**src/design/bblur_pkg.sv**
```systemverilog
package bblur_pkg;

  // sizes
  localparam int MAX_WIDTH_DEFAULT = 1024;
  localparam int FW_W        = 11;
  localparam int FH_W        = 12;
  localparam int ROW_W       = FH_W + 1;
  localparam int CFG_DATA_W  = 12;
  localparam int CFG_INDEX_W = 1;
  localparam int CH_W        = 8;
  localparam int PIX_W       = 3 * CH_W;
  localparam int SUM_W       = 12;
  localparam int CNT_W       = 4;

  // register reset values
  localparam logic [FW_W-1:0] FW_RESET = 11'd640;
  localparam logic [FH_W-1:0] FH_RESET = 12'd480;

  // reciprocals for division by 3 and by 9, exact for sums below 4096
  localparam int RECIP_SHIFT = 16;
  localparam int RECIP_W     = 15;
  localparam logic [RECIP_W-1:0] MUL_DIV3 = 15'd21846;
  localparam logic [RECIP_W-1:0] MUL_DIV9 = 15'd7282;
  localparam int CLAMP_MAX   = 255;

  typedef logic [CFG_INDEX_W-1:0] cfg_index_t;
  localparam cfg_index_t REG_FRAME_WIDTH  = 1'b0;
  localparam cfg_index_t REG_FRAME_HEIGHT = 1'b1;

  localparam logic FUNC_PIXEL = 1'b0;

  typedef logic [PIX_W-1:0] pixel_t;

endpackage

```
**src/design/bblur_div.sv**
```systemverilog
module bblur_div (
  input  logic [bblur_pkg::SUM_W-1:0] sum,
  input  logic [bblur_pkg::CNT_W-1:0] count,
  output logic [bblur_pkg::CH_W-1:0]  mean
);

  localparam int PROD_W = bblur_pkg::SUM_W + bblur_pkg::RECIP_W;

  logic [bblur_pkg::SUM_W-1:0]   n;
  logic [bblur_pkg::SUM_W-1:0]   mul_in;
  logic [bblur_pkg::RECIP_W-1:0] recip;
  logic [PROD_W-1:0]             prod;
  logic [bblur_pkg::SUM_W-1:0]   q;

  // round half up: add half the count before the floor division
  assign n = sum + bblur_pkg::SUM_W'(count >> 1);

  // one multiplier serves 3, 6 (halved first) and 9
  assign mul_in = (count == 4'd6) ? (n >> 1) : n;
  assign recip  = (count == 4'd9) ? bblur_pkg::MUL_DIV9 : bblur_pkg::MUL_DIV3;
  assign prod   = PROD_W'(mul_in) * PROD_W'(recip);

  always_comb begin
    case (count)
      4'd1:    q = n;
      4'd2:    q = n >> 1;
      4'd4:    q = n >> 2;
      4'd3, 4'd6, 4'd9: q = bblur_pkg::SUM_W'(prod[PROD_W-1:bblur_pkg::RECIP_SHIFT]);
      default: q = n;
    endcase
  end

  assign mean = (q > bblur_pkg::SUM_W'(bblur_pkg::CLAMP_MAX)) ?
                bblur_pkg::CH_W'(bblur_pkg::CLAMP_MAX) : q[bblur_pkg::CH_W-1:0];

endmodule

```
**config.mk**
```make
export PLATFORM = sky130hd
export DESIGN_NAME = bblur_div
export DESIGN_NICKNAME = d
export VERILOG_FILES = /design/src/design/bblur_pkg.sv /design/src/design/bblur_div.sv
export SDC_FILE = /design/constraint.sdc
export NUM_CORES = 1
export LEC_CHECK = 0
export ABC_AREA = 1
export BUFFER_PORTS_ARGS = -buffer_cell sky130_fd_sc_hd__buf_2
export CAP_MARGIN = 20
export CORE_MARGIN = 1
export CORE_UTILIZATION = 55
export DETAILED_ROUTE_END_ITERATION = 8
export PLACE_DENSITY = 0.73
export SETUP_SLACK_MARGIN = 0.5
export SLEW_MARGIN = 10
export SYNTH_ARGS = -nofsm -noshare
export SYNTH_HDL_FRONTEND = slang
export SYNTH_SLANG_ARGS = --single-unit
```
**constraint.sdc**
```tcl
create_clock -name vclk -period 7.7
set_input_delay 1.155 -clock vclk [all_inputs]
set_output_delay 1.155 -clock vclk [all_outputs]
set_load 0.005 [all_outputs]
```
==> impl_metrics.toml <==
[sta]
finalSetupViolations = 8
period_minus_slack_ps = 8470
tightest_slew_ps = 551
fin_ws_ps = -765
final_hold_viol_count = 0
period_share = 1.10
slew_headroom = 0.631
rsz0062_at_grt = "true"
fmax_mhz = 118
finalMaxSlewViolations = 0

[global_routing]
track_usage = 0.326
grt_max_degree = 13
antenna_found_initial = 0
grt_overflow = 0
first_global_vias = 4767
grt_pass1_wl_um = 22400

[floorplan]
ios = 24
die_h_um = 94.2
row_count = 33
die-area_um2 = 8870
initial_core_util = 0.569
fp.dieW_um = 94.2
core_area_um2 = 8220

[synthesis]
synth.mux.area_fraction = 0
netlist_top_cells_count = "inv_1 (181), nand2_1 (120), ha_1 (84)"
synth_fa_ha_area_frac = 0.499
syn-num-nets = 827
yosys-top-cells-area = "fa_1 (27%), ha_1 (22%), inv_1 (15%)"
synth_simple_gate_area_frac = 0.236
synth.top_cell.area_share = 0.274
ys_warn_count = 0
synth_cells = 663
synthXorXnorAreaFrac = 0.0131
post-synth-top-count-cell = "inv_1"
synth_top_family_by_area = "adder cells"
avgSynthCellArea_um2 = 7.05
synth_cell_types = 34
synth_compound_area_frac = 0.0994
yosysTopAreaCell = "fa_1"
netlist_area_um2 = 4670
ys_seq_area_frac = 0

[route]
dr.pass1.iters = 7
drt_iter0_drc = 204
wl_per_cell_um = 16.0
via_count = 4929
routed_via_density = 5.27
ant_nets = 0
drcViolationCount = 0
drt-total-wl_um = 14900

[finish]
nFillCells = 576
regArea_um2 = 0
clkbuf_count = 0
areaGrowthSynthToFinish_pct = 40.8
flops_and_latches = 0
drive_above_1_share = 0.365
diodes = 0
instances_no_fill = 935
fin_nets = 996

[critical_path]
endpoint_kind = "output pin"
crit_top_cell = "inv_2"
critical_path.max_fanout = 8
worstPathArrival_ps = 7310
slowest_stage = "fa_1"
critPathMaxStageDelay_ps = 560
crit_required_ps = 6550
crit_type = "input port to output pin"
cp-start-kind = "input port"

[placement]
dp_cells = 915
gp_congestion = 0.989
numPortBuffers = 24
hpwlAfterDp_um = 12500
place_ws_ps = -843

[worst_hold_path]
worstHoldPathType = "input port to output pin"

[clock_tree]
holdBufCountCts = 0

[flow_run]
drv_cap = 0

[run_status]
violations = "setup timing"
status = "finished with violations"
worst max-delay path: cells and delay by family:
family / cells / cell delay, ps
buffers and inverters: 11 / 1000
AND/OR/NAND/NOR: 11 / 1430
adder cells (fa/ha/maj): 8 / 2950
XOR/XNOR: 2 / 390
AO/OA/AOI/OAI: 2 / 370
layer usage:
| metal | vias up | GRT usage | wire length [um] |
|---|---|---|---|
| met3 | 35 | 0.0356 | 814 |
| met1 | 2356 | 0.421 | 6140 |
| li1 | 2392 | - | - |
| met2 | 146 | 0.578 | 7500 |
| met5 | - | 0 | 0 |
| met4 | 0 | 0.0731 | 483 |
final timing paths:
kind,startpoint,end,slack [ps],cells after the start
worst max-delay path,sum[0],mean[5],-770,34
worst min-delay path,count[1],mean[0],2770,5
kinds of logic (layout without fill, tap and decap cells):
family / after synthesis / in the layout
buffers and inverters: 190 / 357
AND/OR/NAND/NOR: 237 / 237
AO/OA/AOI/OAI: 81 / 81
adder cells (fa/ha/maj): 148 / 148
XOR/XNOR: 7 / 7
layout by cell type, fill, tap and decap left out, drive strengths merged:
| cell type | instances |
|---|---|
| nor3 | 8 |
| fa | 64 |
| nand4 | 6 |
| a21oi | 29 |
| a31oi | 7 |
| ha | 84 |
| o22ai | 1 |
| nand3 | 24 |
| o21ai | 28 |
| buf | 170 |
| or2 | 5 |
| nor2 | 53 |
| a21o | 6 |
| a221oi | 3 |
| nor4 | 2 |
| o211ai | 2 |
| nand3b | 4 |
| o21bai | 4 |
| xor2 | 7 |
| inv | 187 |
| o221ai | 1 |
| nand2 | 135 |
what timing repair did:
item | in CTS | in global routing
setup buffers | 8 | 12
endpoints found under the setup margin | 8 | 8
pin swaps | 37 | 64
resized for setup | 37 | 71
metrics by stage:
stage	hold WS, ps	instance area [um2]	setup TNS, ps	utilization
3_3_place_gp	2800	6000	-6380	0.730
4_1_cts	2760	6200	-4960	0.754
2_1_floorplan	2570	4810	0	-
3_5_place_dp	2800	6000	-6710	0.730
6_report	2770	6580	-6040	0.801
5_1_grt	2800	6580	-8160	0.801
final cells by class:
class	instances	area [um2]	area share
timing repair buffer	170	1250	0.189
multi-input combinational	473	4500	0.683
inverter	187	707	0.107
tap	105	131	0.0200
Power is left out: the tool's default activity adds up to more than one toggle a clock period on the data nets, which glitch-free logic cannot reach.
